File: config.mk
export PLATFORM = sky130hd
export DESIGN_NAME = brush_pixel_composite_top
export DESIGN_NICKNAME = d
export VERILOG_FILES = /design/src/hw/rtl/bpc_pkg.sv /design/src/hw/rtl/bpc_front.sv /design/src/hw/rtl/bpc_queue.sv /design/src/hw/rtl/bpc_back.sv /design/src/hw/rtl/brush_pixel_composite_top.sv
export SDC_FILE = /design/constraint.sdc
export NUM_CORES = 1
export LEC_CHECK = 0
export ABC_AREA = 1
export BUFFER_PORTS_ARGS = -buffer_cell sky130_fd_sc_hd__buf_2
export CORE_MARGIN = 10
export CORE_UTILIZATION = 25
export CTS_CLUSTER_SIZE = 40
export DETAILED_ROUTE_END_ITERATION = 6
export SLEW_MARGIN = 15
export SYNTH_ARGS = -nofsm -noshare
export SYNTH_HDL_FRONTEND = slang
export SYNTH_HIERARCHICAL = 1
export SYNTH_SLANG_ARGS = --single-unit
File: constraint.sdc
create_clock -name clk_i -period 6.6 [get_ports clk_i]
set_input_delay 1.32 -clock clk_i [delete_from_list [all_inputs] [get_ports clk_i]]
set_output_delay 1.32 -clock clk_i [all_outputs]
set_load 0.02 [all_outputs]
File: src/hw/rtl/bpc_pkg.sv
package bpc_pkg;

  // Field widths fixed by the pixel format.
  localparam int unsigned ValW   = 8;
  localparam int unsigned CoordW = 15;
  localparam int unsigned SumW   = 12;

  // Depth of the queue between the front and the back.
  localparam int unsigned QueueDepth = 4;
  localparam int unsigned PtrW       = $clog2(QueueDepth);

  // Canvas size after reset.
  localparam logic [CoordW-1:0] CanvasReset = 15'd1024;

  // Blur average: floor(v / 9) for v below 2**16 as (v * BlurRecip) >> BlurShift.
  localparam logic [15:0] BlurRecip = 16'd58255;
  localparam int unsigned BlurShift = 19;

  // Drawing modes.
  typedef enum logic [2:0] {
    MODE_BLEND     = 3'd0,
    MODE_MAX       = 3'd1,
    MODE_ERASE     = 3'd2,
    MODE_OVERWRITE = 3'd3,
    MODE_BLUR      = 3'd4
  } bpc_mode_e;

  // Register indexes on the configuration port.
  typedef enum logic [2:0] {
    REG_DRAW_MODE     = 3'd0,
    REG_USE_SELECTION = 3'd1,
    REG_USE_MASK      = 3'd2,
    REG_USE_TEXTURE   = 3'd3,
    REG_CANVAS_WIDTH  = 3'd4,
    REG_CANVAS_HEIGHT = 3'd5
  } bpc_reg_e;

  // Live configuration.
  typedef struct packed {
    logic [2:0]        draw_mode;
    logic              use_selection;
    logic              use_mask;
    logic              use_texture;
    logic [CoordW-1:0] canvas_width;
    logic [CoordW-1:0] canvas_height;
  } bpc_cfg_t;

  // One classified pixel as it waits in the queue.
  typedef struct packed {
    logic [CoordW-1:0] x;
    logic [CoordW-1:0] y;
    logic              on_canvas;
    logic              gated;
    logic [ValW-1:0]   limit;
    logic [ValW-1:0]   brush;
    logic [ValW-1:0]   dest;
    logic [ValW-1:0]   blur;
    logic              new_stroke;
  } bpc_item_t;

  // floor(v / 255), exact for v up to 65279, where the quotient still fits in 8 bits.
  function automatic logic [ValW-1:0] div255(logic [15:0] v);
    logic [16:0] s;
    s = 17'(v) + 17'(v[15:8]) + 17'd1;
    return s[15:8];
  endfunction

endpackage

File: src/hw/rtl/bpc_front.sv
module bpc_front #(
  parameter int unsigned COORD_BITS = 16
) (
  input  logic                      in_valid_i,
  output logic                      in_stall_o,
  input  logic signed [15:0]        pixel_x_i,
  input  logic signed [15:0]        pixel_y_i,
  input  logic [7:0]                brush_value_i,
  input  logic [7:0]                dest_value_i,
  input  logic [7:0]                selection_value_i,
  input  logic [7:0]                mask_value_i,
  input  logic [7:0]                texture_value_i,
  input  logic [11:0]               neighbour_sum_i,
  input  logic                      new_stroke_i,
  input  bpc_pkg::bpc_cfg_t         cfg_i,
  input  logic                      full_i,
  output logic                      push_o,
  output bpc_pkg::bpc_item_t        item_o
);
  import bpc_pkg::*;

  logic              x_neg, y_neg;
  logic [CoordW-1:0] x_mag, y_mag;
  logic [15:0]       tex_prod;
  logic [15:0]       blur_scaled;
  logic [31:0]       blur_prod;
  logic [8:0]        blur_avg;

  // The queue takes a beat whenever it has room.
  assign in_stall_o = full_i;
  assign push_o     = in_valid_i && !full_i;

  // Coordinates: the low COORD_BITS bits form a two's complement value.
  assign x_neg = pixel_x_i[COORD_BITS-1];
  assign y_neg = pixel_y_i[COORD_BITS-1];
  assign x_mag = CoordW'(pixel_x_i[COORD_BITS-2:0]);
  assign y_mag = CoordW'(pixel_y_i[COORD_BITS-2:0]);

  // Texture scaling of the brush, rounded: (v * t + 127) / 255.
  assign tex_prod = 16'(brush_value_i) * 16'(texture_value_i) + 16'd127;

  // Blur average of the neighborhood, formed in steps of 1/16 and rounded to the nearest integer.
  assign blur_scaled = {neighbour_sum_i, 4'b0000};
  assign blur_prod   = 32'(blur_scaled) * 32'(BlurRecip);
  assign blur_avg    = 9'((13'(blur_prod[31:BlurShift]) + 13'd8) >> 4);

  // Classification of the pixel.
  always_comb begin
    item_o.x          = x_mag;
    item_o.y          = y_mag;
    item_o.on_canvas  = !x_neg && !y_neg &&
                        (x_mag < cfg_i.canvas_width) && (y_mag < cfg_i.canvas_height);
    item_o.gated      = (cfg_i.use_selection && (selection_value_i == '0)) ||
                        (cfg_i.use_mask && (mask_value_i == '0));
    item_o.limit      = cfg_i.use_mask ? mask_value_i : 8'hff;
    item_o.brush      = cfg_i.use_texture ? div255(tex_prod) : brush_value_i;
    item_o.dest       = dest_value_i;
    item_o.blur       = blur_avg[8] ? 8'hff : blur_avg[7:0];
    item_o.new_stroke = new_stroke_i;
  end

endmodule

File: src/hw/rtl/bpc_queue.sv
module bpc_queue (
  input  logic               clk_i,
  input  logic               rst_ni,
  input  logic               push_i,
  input  bpc_pkg::bpc_item_t item_i,
  input  logic               pop_i,
  output bpc_pkg::bpc_item_t item_o,
  output logic               empty_o,
  output logic               full_o
);
  import bpc_pkg::*;

  bpc_item_t         mem_q [QueueDepth];
  logic [PtrW-1:0]   wr_ptr_q, wr_ptr_d;
  logic [PtrW-1:0]   rd_ptr_q, rd_ptr_d;
  logic [PtrW:0]     cnt_q, cnt_d;

  assign empty_o = (cnt_q == '0);
  assign full_o  = (cnt_q == (PtrW+1)'(QueueDepth));
  assign item_o  = mem_q[rd_ptr_q];

  // Pointer and fill count update.
  always_comb begin
    wr_ptr_d = push_i ? wr_ptr_q + 1'b1 : wr_ptr_q;
    rd_ptr_d = pop_i ? rd_ptr_q + 1'b1 : rd_ptr_q;
    cnt_d    = cnt_q;
    if (push_i && !pop_i) begin
      cnt_d = cnt_q + 1'b1;
    end else if (pop_i && !push_i) begin
      cnt_d = cnt_q - 1'b1;
    end
  end

  always_ff @(posedge clk_i or negedge rst_ni) begin
    if (!rst_ni) begin
      wr_ptr_q <= '0;
      rd_ptr_q <= '0;
      cnt_q    <= '0;
    end else begin
      wr_ptr_q <= wr_ptr_d;
      rd_ptr_q <= rd_ptr_d;
      cnt_q    <= cnt_d;
    end
  end

  // Entry storage.
  always_ff @(posedge clk_i) begin
    if (push_i) begin
      mem_q[wr_ptr_q] <= item_i;
    end
  end

endmodule

File: src/hw/rtl/bpc_back.sv
module bpc_back (
  input  logic               clk_i,
  input  logic               rst_ni,
  input  bpc_pkg::bpc_cfg_t  cfg_i,
  input  bpc_pkg::bpc_item_t item_i,
  input  logic               empty_i,
  output logic               pop_o,
  output logic               out_valid_o,
  input  logic               out_stall_i,
  output logic               write_enable_o,
  output logic [7:0]         new_value_o,
  output logic               rect_valid_o,
  output logic [14:0]        rect_left_o,
  output logic [14:0]        rect_top_o,
  output logic [14:0]        rect_right_o,
  output logic [14:0]        rect_bottom_o
);
  import bpc_pkg::*;

  typedef struct packed {
    bpc_item_t   item;
    logic [15:0] prod;
  } stage_a_t;

  typedef struct packed {
    logic [CoordW-1:0] x;
    logic [CoordW-1:0] y;
    logic              on_canvas;
    logic              gated;
    logic [ValW-1:0]   res;
    logic [ValW-1:0]   dest;
    logic              new_stroke;
  } stage_b_t;

  logic     a_valid_q, b_valid_q, out_valid_q;
  stage_a_t a_q, a_d;
  stage_b_t b_q, b_d;
  logic     a_ld, b_ld, out_ld;

  logic [ValW-1:0]   q1, q2, rem;
  logic [12:0]       frac_div;
  logic [14:0]       blend_t;
  logic [ValW-1:0]   blend, mode_res;

  logic              we_q, we_d;
  logic [ValW-1:0]   val_q, val_d;
  logic              dv_q, dv_d;
  logic [CoordW-1:0] dl_q, dl_d, dt_q, dt_d, dr_q, dr_d, db_q, db_d;

  // Stage advance: each stage loads when the one after it has room.
  assign out_ld = b_valid_q && (!out_valid_q || !out_stall_i);
  assign b_ld   = a_valid_q && (!b_valid_q || out_ld);
  assign a_ld   = !empty_i && (!a_valid_q || b_ld);
  assign pop_o  = a_ld;

  // Stage A: brush times destination for the blend.
  always_comb begin
    a_d.item = item_i;
    a_d.prod = 16'(item_i.brush) * 16'(item_i.dest);
  end

  // Stage B: blend division by 255 in two parts, floor(32p/255) = 32q + floor(32r/255).
  always_comb begin
    q1       = div255(a_q.prod);
    rem      = 8'(a_q.prod - {q1, 8'h00} + 16'(q1));
    q2       = div255(16'({rem, 5'b00000}));
    frac_div = {q1, 5'b00000} + 13'(q2);
    blend_t  = ((15'(a_q.item.brush) + 15'(a_q.item.dest)) << 5) - 15'(frac_div) + 15'd16;
    blend    = blend_t[12:5];
  end

  // Stage B: mode selection and the clamp to the limit.
  always_comb begin
    case (bpc_mode_e'(cfg_i.draw_mode))
      MODE_BLEND: begin
        mode_res = blend;
      end
      MODE_MAX: begin
        mode_res = (a_q.item.brush > a_q.item.dest) ? a_q.item.brush : a_q.item.dest;
      end
      MODE_ERASE: begin
        mode_res = (a_q.item.dest > a_q.item.brush) ? a_q.item.dest - a_q.item.brush : '0;
      end
      MODE_OVERWRITE: begin
        mode_res = a_q.item.brush;
      end
      MODE_BLUR: begin
        mode_res = (a_q.item.brush != '0) ? a_q.item.blur : a_q.item.dest;
      end
      default: begin
        mode_res = a_q.item.dest;
      end
    endcase
    b_d.res        = (mode_res > a_q.item.limit) ? a_q.item.limit : mode_res;
    b_d.x          = a_q.item.x;
    b_d.y          = a_q.item.y;
    b_d.on_canvas  = a_q.item.on_canvas;
    b_d.gated      = a_q.item.gated;
    b_d.dest       = a_q.item.dest;
    b_d.new_stroke = a_q.item.new_stroke;
  end

  // Output stage: write decision and the dirty rectangle.
  always_comb begin
    we_d  = !b_q.gated && b_q.on_canvas && (b_q.res != b_q.dest);
    val_d = we_d ? b_q.res : b_q.dest;
    if (b_q.new_stroke) begin
      dv_d = 1'b0;
      dl_d = '0;
      dt_d = '0;
      dr_d = '0;
      db_d = '0;
    end else begin
      dv_d = dv_q;
      dl_d = dl_q;
      dt_d = dt_q;
      dr_d = dr_q;
      db_d = db_q;
    end
    if (we_d) begin
      if (dv_d) begin
        dl_d = (b_q.x < dl_d) ? b_q.x : dl_d;
        dt_d = (b_q.y < dt_d) ? b_q.y : dt_d;
        dr_d = (b_q.x > dr_d) ? b_q.x : dr_d;
        db_d = (b_q.y > db_d) ? b_q.y : db_d;
      end else begin
        dl_d = b_q.x;
        dr_d = b_q.x;
        dt_d = b_q.y;
        db_d = b_q.y;
      end
      dv_d = 1'b1;
    end
  end

  // Control and rectangle state.
  always_ff @(posedge clk_i or negedge rst_ni) begin
    if (!rst_ni) begin
      a_valid_q   <= 1'b0;
      b_valid_q   <= 1'b0;
      out_valid_q <= 1'b0;
      dv_q        <= 1'b0;
      dl_q        <= '0;
      dt_q        <= '0;
      dr_q        <= '0;
      db_q        <= '0;
    end else begin
      a_valid_q   <= a_ld || (a_valid_q && !b_ld);
      b_valid_q   <= b_ld || (b_valid_q && !out_ld);
      out_valid_q <= out_ld || (out_valid_q && out_stall_i);
      if (out_ld) begin
        dv_q <= dv_d;
        dl_q <= dl_d;
        dt_q <= dt_d;
        dr_q <= dr_d;
        db_q <= db_d;
      end
    end
  end

  // Payload registers.
  always_ff @(posedge clk_i) begin
    if (a_ld) begin
      a_q <= a_d;
    end
    if (b_ld) begin
      b_q <= b_d;
    end
    if (out_ld) begin
      we_q  <= we_d;
      val_q <= val_d;
    end
  end

  assign out_valid_o    = out_valid_q;
  assign write_enable_o = we_q;
  assign new_value_o    = val_q;
  assign rect_valid_o   = dv_q;
  assign rect_left_o    = dl_q;
  assign rect_top_o     = dt_q;
  assign rect_right_o   = dr_q;
  assign rect_bottom_o  = db_q;

endmodule

File: src/hw/rtl/brush_pixel_composite_top.sv
// An accepted input beat passes through a queue entry and the stage A, stage B and output registers.
// Throughput: one pixel per cycle while out_stall_i is low; the dirty rectangle is updated in the output stage.
// A four-entry queue separates the classifying front from the three-stage back.
// Reset (rst_ni low, asynchronous) empties the queue and the stages, clears the
// dirty rectangle, and sets draw_mode and the enables to 0 and the canvas to 1024x1024.
module brush_pixel_composite_top #(
  parameter int unsigned COORD_BITS = 16
) (
  input  logic               clk_i,
  input  logic               rst_ni,
  input  logic               psel,
  input  logic               penable,
  input  logic               pwrite,
  input  logic [4:0]         paddr,
  input  logic [31:0]        pwdata,
  output logic [31:0]        prdata,
  output logic               pready,
  input  logic               in_valid_i,
  output logic               in_stall_o,
  input  logic signed [15:0] pixel_x_i,
  input  logic signed [15:0] pixel_y_i,
  input  logic [7:0]         brush_value_i,
  input  logic [7:0]         dest_value_i,
  input  logic [7:0]         selection_value_i,
  input  logic [7:0]         mask_value_i,
  input  logic [7:0]         texture_value_i,
  input  logic [11:0]        neighbour_sum_i,
  input  logic               new_stroke_i,
  output logic               out_valid_o,
  input  logic               out_stall_i,
  output logic               write_enable_o,
  output logic [7:0]         new_value_o,
  output logic               rect_valid_o,
  output logic [14:0]        rect_left_o,
  output logic [14:0]        rect_top_o,
  output logic [14:0]        rect_right_o,
  output logic [14:0]        rect_bottom_o
);
  import bpc_pkg::*;

  bpc_cfg_t  cfg_q, cfg_d;
  bpc_reg_e  reg_idx;
  logic      cfg_wr;
  logic      push, pop, empty, full;
  bpc_item_t front_item, queue_item;

  // Configuration registers.
  assign pready  = 1'b1;
  assign reg_idx = bpc_reg_e'(paddr[4:2]);
  assign cfg_wr  = psel && penable && pwrite && pready;

  always_comb begin
    cfg_d = cfg_q;
    if (cfg_wr) begin
      case (reg_idx)
        REG_DRAW_MODE:     cfg_d.draw_mode     = pwdata[2:0];
        REG_USE_SELECTION: cfg_d.use_selection = pwdata[0];
        REG_USE_MASK:      cfg_d.use_mask      = pwdata[0];
        REG_USE_TEXTURE:   cfg_d.use_texture   = pwdata[0];
        REG_CANVAS_WIDTH:  cfg_d.canvas_width  = pwdata[CoordW-1:0];
        REG_CANVAS_HEIGHT: cfg_d.canvas_height = pwdata[CoordW-1:0];
        default: begin
        end
      endcase
    end
  end

  always_ff @(posedge clk_i or negedge rst_ni) begin
    if (!rst_ni) begin
      cfg_q.draw_mode     <= '0;
      cfg_q.use_selection <= 1'b0;
      cfg_q.use_mask      <= 1'b0;
      cfg_q.use_texture   <= 1'b0;
      cfg_q.canvas_width  <= CanvasReset;
      cfg_q.canvas_height <= CanvasReset;
    end else begin
      cfg_q <= cfg_d;
    end
  end

  // Register read back.
  always_comb begin
    case (reg_idx)
      REG_DRAW_MODE:     prdata = 32'(cfg_q.draw_mode);
      REG_USE_SELECTION: prdata = 32'(cfg_q.use_selection);
      REG_USE_MASK:      prdata = 32'(cfg_q.use_mask);
      REG_USE_TEXTURE:   prdata = 32'(cfg_q.use_texture);
      REG_CANVAS_WIDTH:  prdata = 32'(cfg_q.canvas_width);
      REG_CANVAS_HEIGHT: prdata = 32'(cfg_q.canvas_height);
      default:           prdata = '0;
    endcase
  end

  bpc_front #(
    .COORD_BITS(COORD_BITS)
  ) u_front (
    .in_valid_i        (in_valid_i),
    .in_stall_o        (in_stall_o),
    .pixel_x_i         (pixel_x_i),
    .pixel_y_i         (pixel_y_i),
    .brush_value_i     (brush_value_i),
    .dest_value_i      (dest_value_i),
    .selection_value_i (selection_value_i),
    .mask_value_i      (mask_value_i),
    .texture_value_i   (texture_value_i),
    .neighbour_sum_i   (neighbour_sum_i),
    .new_stroke_i      (new_stroke_i),
    .cfg_i             (cfg_q),
    .full_i            (full),
    .push_o            (push),
    .item_o            (front_item)
  );

  bpc_queue u_queue (
    .clk_i   (clk_i),
    .rst_ni  (rst_ni),
    .push_i  (push),
    .item_i  (front_item),
    .pop_i   (pop),
    .item_o  (queue_item),
    .empty_o (empty),
    .full_o  (full)
  );

  bpc_back u_back (
    .clk_i          (clk_i),
    .rst_ni         (rst_ni),
    .cfg_i          (cfg_q),
    .item_i         (queue_item),
    .empty_i        (empty),
    .pop_o          (pop),
    .out_valid_o    (out_valid_o),
    .out_stall_i    (out_stall_i),
    .write_enable_o (write_enable_o),
    .new_value_o    (new_value_o),
    .rect_valid_o   (rect_valid_o),
    .rect_left_o    (rect_left_o),
    .rect_top_o     (rect_top_o),
    .rect_right_o   (rect_right_o),
    .rect_bottom_o  (rect_bottom_o)
  );

endmodule

==> results.toml, run 1 <==
[status]
status = "complete, but fails checks"
violations = "design-rule violations"

[critical_path]
crit_family = "adder cells"
r2r-start = "u_back/a_q[10]"
crit_type = "flop to flop"
cp_common_cell = "nand2_1"
max_stage_delay_ns = 0.48
crit_buf_inv = 6
path_max_fanout = 6
startpoint = "u_back/a_q[10]"
arrival_ns = 6.48
start_kind = "flop"
endpoint_kind = "flop"
cp_slowest_cell = "edfxtp_1"
required_ns = 6.94

[min_path]
min_path_type = "flop to flop"
min-delay-start = "u_back/a_q[50]"

[synthesis]
yosysTopAreaCellShare_pct = 34.3
yosysTopAreaCell = "edfxtp_1"
syn_inst = 3823
synth.distinct_cells = 70
avgSynthCellArea_um2 = 9.14
yosysWarningCount = 6
syn-cell-area_um2 = 34900
ys_top_cells_by_count = "nand2_1, inv_1, edfxtp_1"
synth_edf_count = 399
ys.flop_type = "edfxtp_1"
yosysMostFrequentCell = "nand2_1"
async_flop_share_pct = 21.1
ys_seq_area_share_pct = 42.0
synth_area_leaders = "edfxtp_1, ha_1, nand2_1"
yosys_register_bits = 506

[global_routing]
grt_pass1_wl_um = 138000
grt_pass1_vias = 25186
overflow = 0
antenna_found_initial = 22
track_usage_pct = 10.9
grt_start_max_net_pins = 91

[timing]
setup_viol = 0
finClkSkew_ns = 0.0458
worst_pin_slew_ns = 1.05
drv_slew = 0
period_share_pct = 93.0
fmax_ghz = 0.163
setup-tns-final_ns = 0
slew_headroom_pct = 29.6
finalCriticalPeriod_ns = 6.14
setup_ws_ns = 0.462
hold_violations = 0

[routing]
drt-total-wl_um = 86300
via_count = 24911
wl_per_cell_um = 14.7
drt-initial-drc-count = 1417
firstDrtPassIters = 7
ant_nets = 0
viasPerCell = 4.23
drc = 1

[clock_tree]
insertion_delay_ns = 0.63
cts_tree = "yes"
clkSinkCount = 506
cts_buffers = 53
cts_buffer_depth = 3
cts-root-buf = "clkbuf_16"
clk_pin_slew_ns = 0.07
htree_levels = 2

[layout]
drive_gt1_share_pct = 13.4
syn_to_final_growth_pct = 13.0
nets = 4529
seqCellArea_um2 = 14700
fin_util_pct = 28.4
nFillCells = 14656
multi_input_area_um2 = 16400

[floorplan]
die_w_um = 394
core_area_um2 = 139000
rows = 137
ioPinCount = 234
die_h_um = 394
die_area_um2 = 155000
initial_core_util_pct = 25.1

[placement]
pre_cts_ws_ns = -0.0145
io_buffers = 196
post-dp-hpwl_um = 66500
routabilityCongestion = 0.874

[flow_run]
maxCapViolCount = 0
==> cell type report <==
cell class | count | share of cell area (%)
Multi-Input combinational cell | 2408 | 41.6
Antenna cell | 2 | 0.0127
Inverter | 740 | 7.03
Clock inverter | 29 | 0.827
Tap cell | 1876 | 5.94
Timing Repair Buffer | 256 | 3.66
Clock buffer | 70 | 3.78
Sequential cell | 506 | 37.1
==> kinds of logic (layout without fill, tap and decap cells) <==
group,after synthesis,after routing,synth area share [%]
fa+ha+maj,435,435,18.5
compound gates,549,549,10.4
xor+xnor,51,51,1.32
simple gates,1355,1355,16.2
buf+inv,925,1095,11.6
other cells,2,20,0.0215
flops,506,506,42.0
==> cell usage in the layout, fill, tap and decap left out, types with 29 or more instances in the layout <==
cell type | synthesis | routed
inv_1 | 727 | 721
o21ai_0 | 127 | 126
nand3_1 | 94 | 93
fa_1 | 134 | 133
nand2_2 | 37 | 39
buf_2 | 26 | 195
nor2_1 | 157 | 154
nand4_1 | 33 | 33
ha_1 | 301 | 297
buf_4 | 65 | 60
dfrtp_1 | 105 | 103
clkbuf_16 | 0 | 56
edfxtp_1 | 399 | 399
o211ai_1 | 63 | 63
a21oi_1 | 176 | 174
o211ai_2 | 74 | 74
o21ai_1 | 29 | 29
nand2_1 | 963 | 961
xor2_1 | 41 | 38
==> flip-flops by register name (all words and copies together), names as in the netlist <==
signal,flops
u_back/new_value_o,8
u_back/b_q,49
u_back/rect_bottom_o,15
u_back/a_q,81
u_queue/cnt_q,3
cfg_q,36
u_back/out_valid_o,1
u_queue/wr_ptr_q,2
u_back/rect_valid_o,1
u_back/rect_top_o,15
u_back/a_valid_q,1
u_back/rect_left_o,15
u_queue/mem_q,260
u_back/b_valid_q,1
u_back/write_enable_o,1
u_queue/rd_ptr_q,2
u_back/rect_right_o,15
==> timing repair <==
item	CTS	global route
gates resized for setup	0	25
setup buffers	0	3
endpoints found under the setup margin	0	8
hold buffers	0	0
==> metal layers <==
metal / GRT usage [%] / vias up / routed length (um)
met5: 0 / - / 117
met4: 3.55 / 18 / 2620
met3: 1.92 / 131 / 3790
met2: 18.8 / 405 / 40900
met1: 13.8 / 11775 / 38900
li1: - / 12582 / -
==> worst reg2reg max path, delay by kind of cell (launching register included) <==
family	cells	cell delay [ns]
AO/OA/AOI/OAI	9	1.32
XOR/XNOR	2	0.36
adder cells (fa/ha/maj)	5	1.71
buffers and inverters	6	0.60
flip-flops	1	0.48
AND/OR/NAND/NOR	15	1.45
==> stage by stage <==
step | hold WS [ns] | instance area (um^2) | std cells
floorplan | 0.400 | 35000 | 3839
global placement | 0.402 | 37500 | 5783
detailed placement | 0.405 | 37500 | 5783
CTS | 0.386 | 39400 | 5882
global route | 0.400 | 39500 | 5885
finish | 0.383 | 39500 | 5887
==> worst paths after layout <==
path	end	slack [ns]	cells after the start
worst max-delay path	u_back/b_q[15]	0.46	37
max in group asynchronous	u_queue/rd_ptr_q[0]	4.45	2
worst min register to register	u_back/b_q[18]	0.38	0
worst min-delay path	u_back/b_q[18]	0.38	0
worst max register to register	u_back/b_q[15]	0.46	37
min in group asynchronous	u_back/rect_bottom_o[10]	0.82	1
Power of run 1 is left out: the tool's default activity adds up to more than one toggle a clock period on the data nets, which glitch-free logic cannot reach.
==> inputs of run 2 (changes only) <==
--- a/config.mk
+++ b/config.mk
@@ -14,5 +14,4 @@
 export SLEW_MARGIN = 15
 export SYNTH_ARGS = -nofsm -noshare
 export SYNTH_HDL_FRONTEND = slang
-export SYNTH_HIERARCHICAL = 1
 export SYNTH_SLANG_ARGS = --single-unit
==> results.toml, run 2 <==
[layout]
stdcell_count = 5311
mostFrequentLayoutCell = "nand2_1"
largest_reg_flops = 260
regMostFlops = "u_queue.mem_q"
drive_gt1_share_pct = 13.7
final_cell_mix = "nand2_1, inv_1, edfxtp_1"
nets = 4167
syn_to_final_growth_pct = 17.0
reg.largest.list = "u_queue.mem_q (260), u_back.a_q (81), u_back.b_q (49)"
nFillCells = 13174

[clock_tree]
cts_tree = "yes"
cts-root-buf = "clkbuf_16"
cts_buffer_depth = 3
insertion_delay_ns = 0.62
clkSinkCount = 506
htree_levels = 2
clk_pin_slew_ns = 0.06
cts_buffers = 50
cts_hold_buf = 0

[synthesis]
syn_inst = 3336
synth.distinct_cells = 69
ys.flop_type = "edfxtp_1"
avgSynthCellArea_um2 = 9.64
async_flop_share_pct = 21.1
syn-cell-area_um2 = 32100
ys_seq_area_share_pct = 45.6
yosysMostFrequentCell = "nand2_1"
synth_edf_count = 399
yosysTopAreaCellShare_pct = 37.3
yosysWarningCount = 0
ys_top_cells_by_count = "nand2_1, inv_1, edfxtp_1"
yosysTopAreaCell = "edfxtp_1"
yosys_register_bits = 506
synth_area_leaders = "edfxtp_1, ha_1, fa_1"

[routing]
drc = 0
viasPerCell = 4.45
drt-total-wl_um = 85500
firstDrtPassIters = 5
ant_nets = 0
wl_per_cell_um = 16.1
drt-initial-drc-count = 1476
via_count = 23637

[min_path]
min_path_type = "flop to flop"
min-delay-start = "u_back.a_q[53]"
min_to = "u_back.b_q[21]"
min_delay_path_depth = 0

[critical_path]
rrSetupSlack_ns = 0.54
start_kind = "input port"
crit_type = "input port to flop"
endpoint_kind = "flop"
worst_r2r_path_depth = 37
r2r-start = "u_back.a_q[10]"
path_max_fanout = 5
required_ns = 6.92
rr_endpoint = "u_back.b_q[13]"
arrival_ns = 6.54

[floorplan]
initial_core_util_pct = 25.2
ioPinCount = 234
die_h_um = 379
rows = 131
core_area_um2 = 128000
die_area_um2 = 143000
die_w_um = 379

[global_routing]
track_usage_pct = 11.6
grt_start_max_net_pins = 83
overflow = 0
grt_pass1_wl_um = 133000
antenna_found_initial = 34
grt_pass1_vias = 22981

[timing]
hold_violations = 0
slew_headroom_pct = 24.3
finClkSkew_ns = 0.0334
fmax_ghz = 0.161
setup_ws_ns = 0.388
period_share_pct = 94.1
setup-tns-final_ns = 0
drv_slew = 0
worst_pin_slew_ns = 1.13
setup_viol = 0
finalCriticalPeriod_ns = 6.21

[placement]
io_buffers = 196
dp.cells = 5208
routabilityCongestion = 0.872
post-dp-hpwl_um = 65600
pre_cts_ws_ns = -0.354

[flow_run]
maxCapViolCount = 0

[status]
status = "finished, final reports clean"
==> run 2: cell count changes after synthesis, moves of 47 or more <==
| cell | before | now |
|---|---|---|
| o211ai_2 | 74 | 0 |
| nor2_1 | 157 | 250 |
| o21ai_0 | 127 | 252 |
| inv_1 | 727 | 457 |
| o211ai_1 | 63 | 8 |
| o22ai_1 | 13 | 63 |
| nand2_1 | 963 | 644 |
| buf_4 | 65 | 18 |
==> run 2: per-stage QoR <==
| stage | cell area [um^2] | hold WS (ns) | util (%) |
|---|---|---|---|
| floorplan | 32200 | 0.400 | - |
| global placement | 35700 | 0.400 | 28.0 |
| detailed placement | 35700 | 0.405 | 28.0 |
| CTS | 37400 | 0.405 | 29.3 |
| global route | 37600 | 0.420 | 29.4 |
| finish | 37600 | 0.415 | 29.4 |
==> run 2: repair_timing <==
action	CTS	global route
gates resized for setup	0	26
buffers inserted	0	5
setup endpoints to repair	0	24
==> run 2: how the worst max path moves through the flow <==
stage | startpoint | endpoint | slack [ns] | cells past startpoint
after floorplan | texture_value_i[7] | u_queue.mem_q[0][23] | 0.01 | 28
after global placement | brush_value_i[5] | u_queue.mem_q[0][22] | -0.32 | 28
after detailed placement | texture_value_i[4] | u_queue.mem_q[1][22] | -0.35 | 26
after CTS | u_back.a_q[2] | u_back.b_q[16] | 0.13 | 41
after global routing | brush_value_i[5] | u_queue.mem_q[1][21] | -0.06 | 29
final | brush_value_i[5] | u_queue.mem_q[3][22] | 0.39 | 28
==> run 2: cell families after synthesis <==
logic type	synth area share [%]
AOI/OAI and AO/OA	11.1
xor gates and xnor gates	1.68
adders and majority gates	20.1
buffers and inverters	7.15
DFF	45.6
muxes	0.0350
other	0.0234
and+or+nand+nor	14.4
==> run 2: routing by layer <==
metal / track usage [%] / part of all wire [%] / vias to the layer above
met4: 3.06 / 2.4 / 18
met5: 0 / 0.14 / -
li1: - / - / 11753
met1: 16.0 / 47 / 11205
met2: 18.8 / 45 / 543
met3: 1.97 / 5.4 / 118
==> run 2: layout make-up <==
class	count	area (um^2)	share of cell area, %
diodes	4	10.0	0.0266
clock buffers	61	1330	3.54
clock inverters	33	412	1.09
inverters	462	1740	4.62
multi-input cells	2258	15400	41.0
flip-flops and latches	506	14700	39.0
well taps	1662	2080	5.53
repair buffers	325	1950	5.19
==> run 2: critical path, cell delays in order <==
cell,delay (ns)
buf_2,0.17
nand2_1,0.09
fa_1,0.51
inv_1,0.05
fa_1,0.49
inv_1,0.05
fa_1,0.47
inv_1,0.05
fa_1,0.47
ha_1,0.33
inv_1,0.07
nor3_2,0.24
nand3_1,0.11
o2111ai_1,0.14
a21oi_1,0.11
o21bai_1,0.16
xor2_1,0.20
inv_1,0.10
ha_1,0.30
inv_1,0.05
nor2_2,0.16
nand2_1,0.07
o211ai_1,0.23
nand2_1,0.14
nor2_4,0.13
nand3_1,0.10
nand3_1,0.10
nand2_1,0.14
Power of run 2 is left out for the same reason.
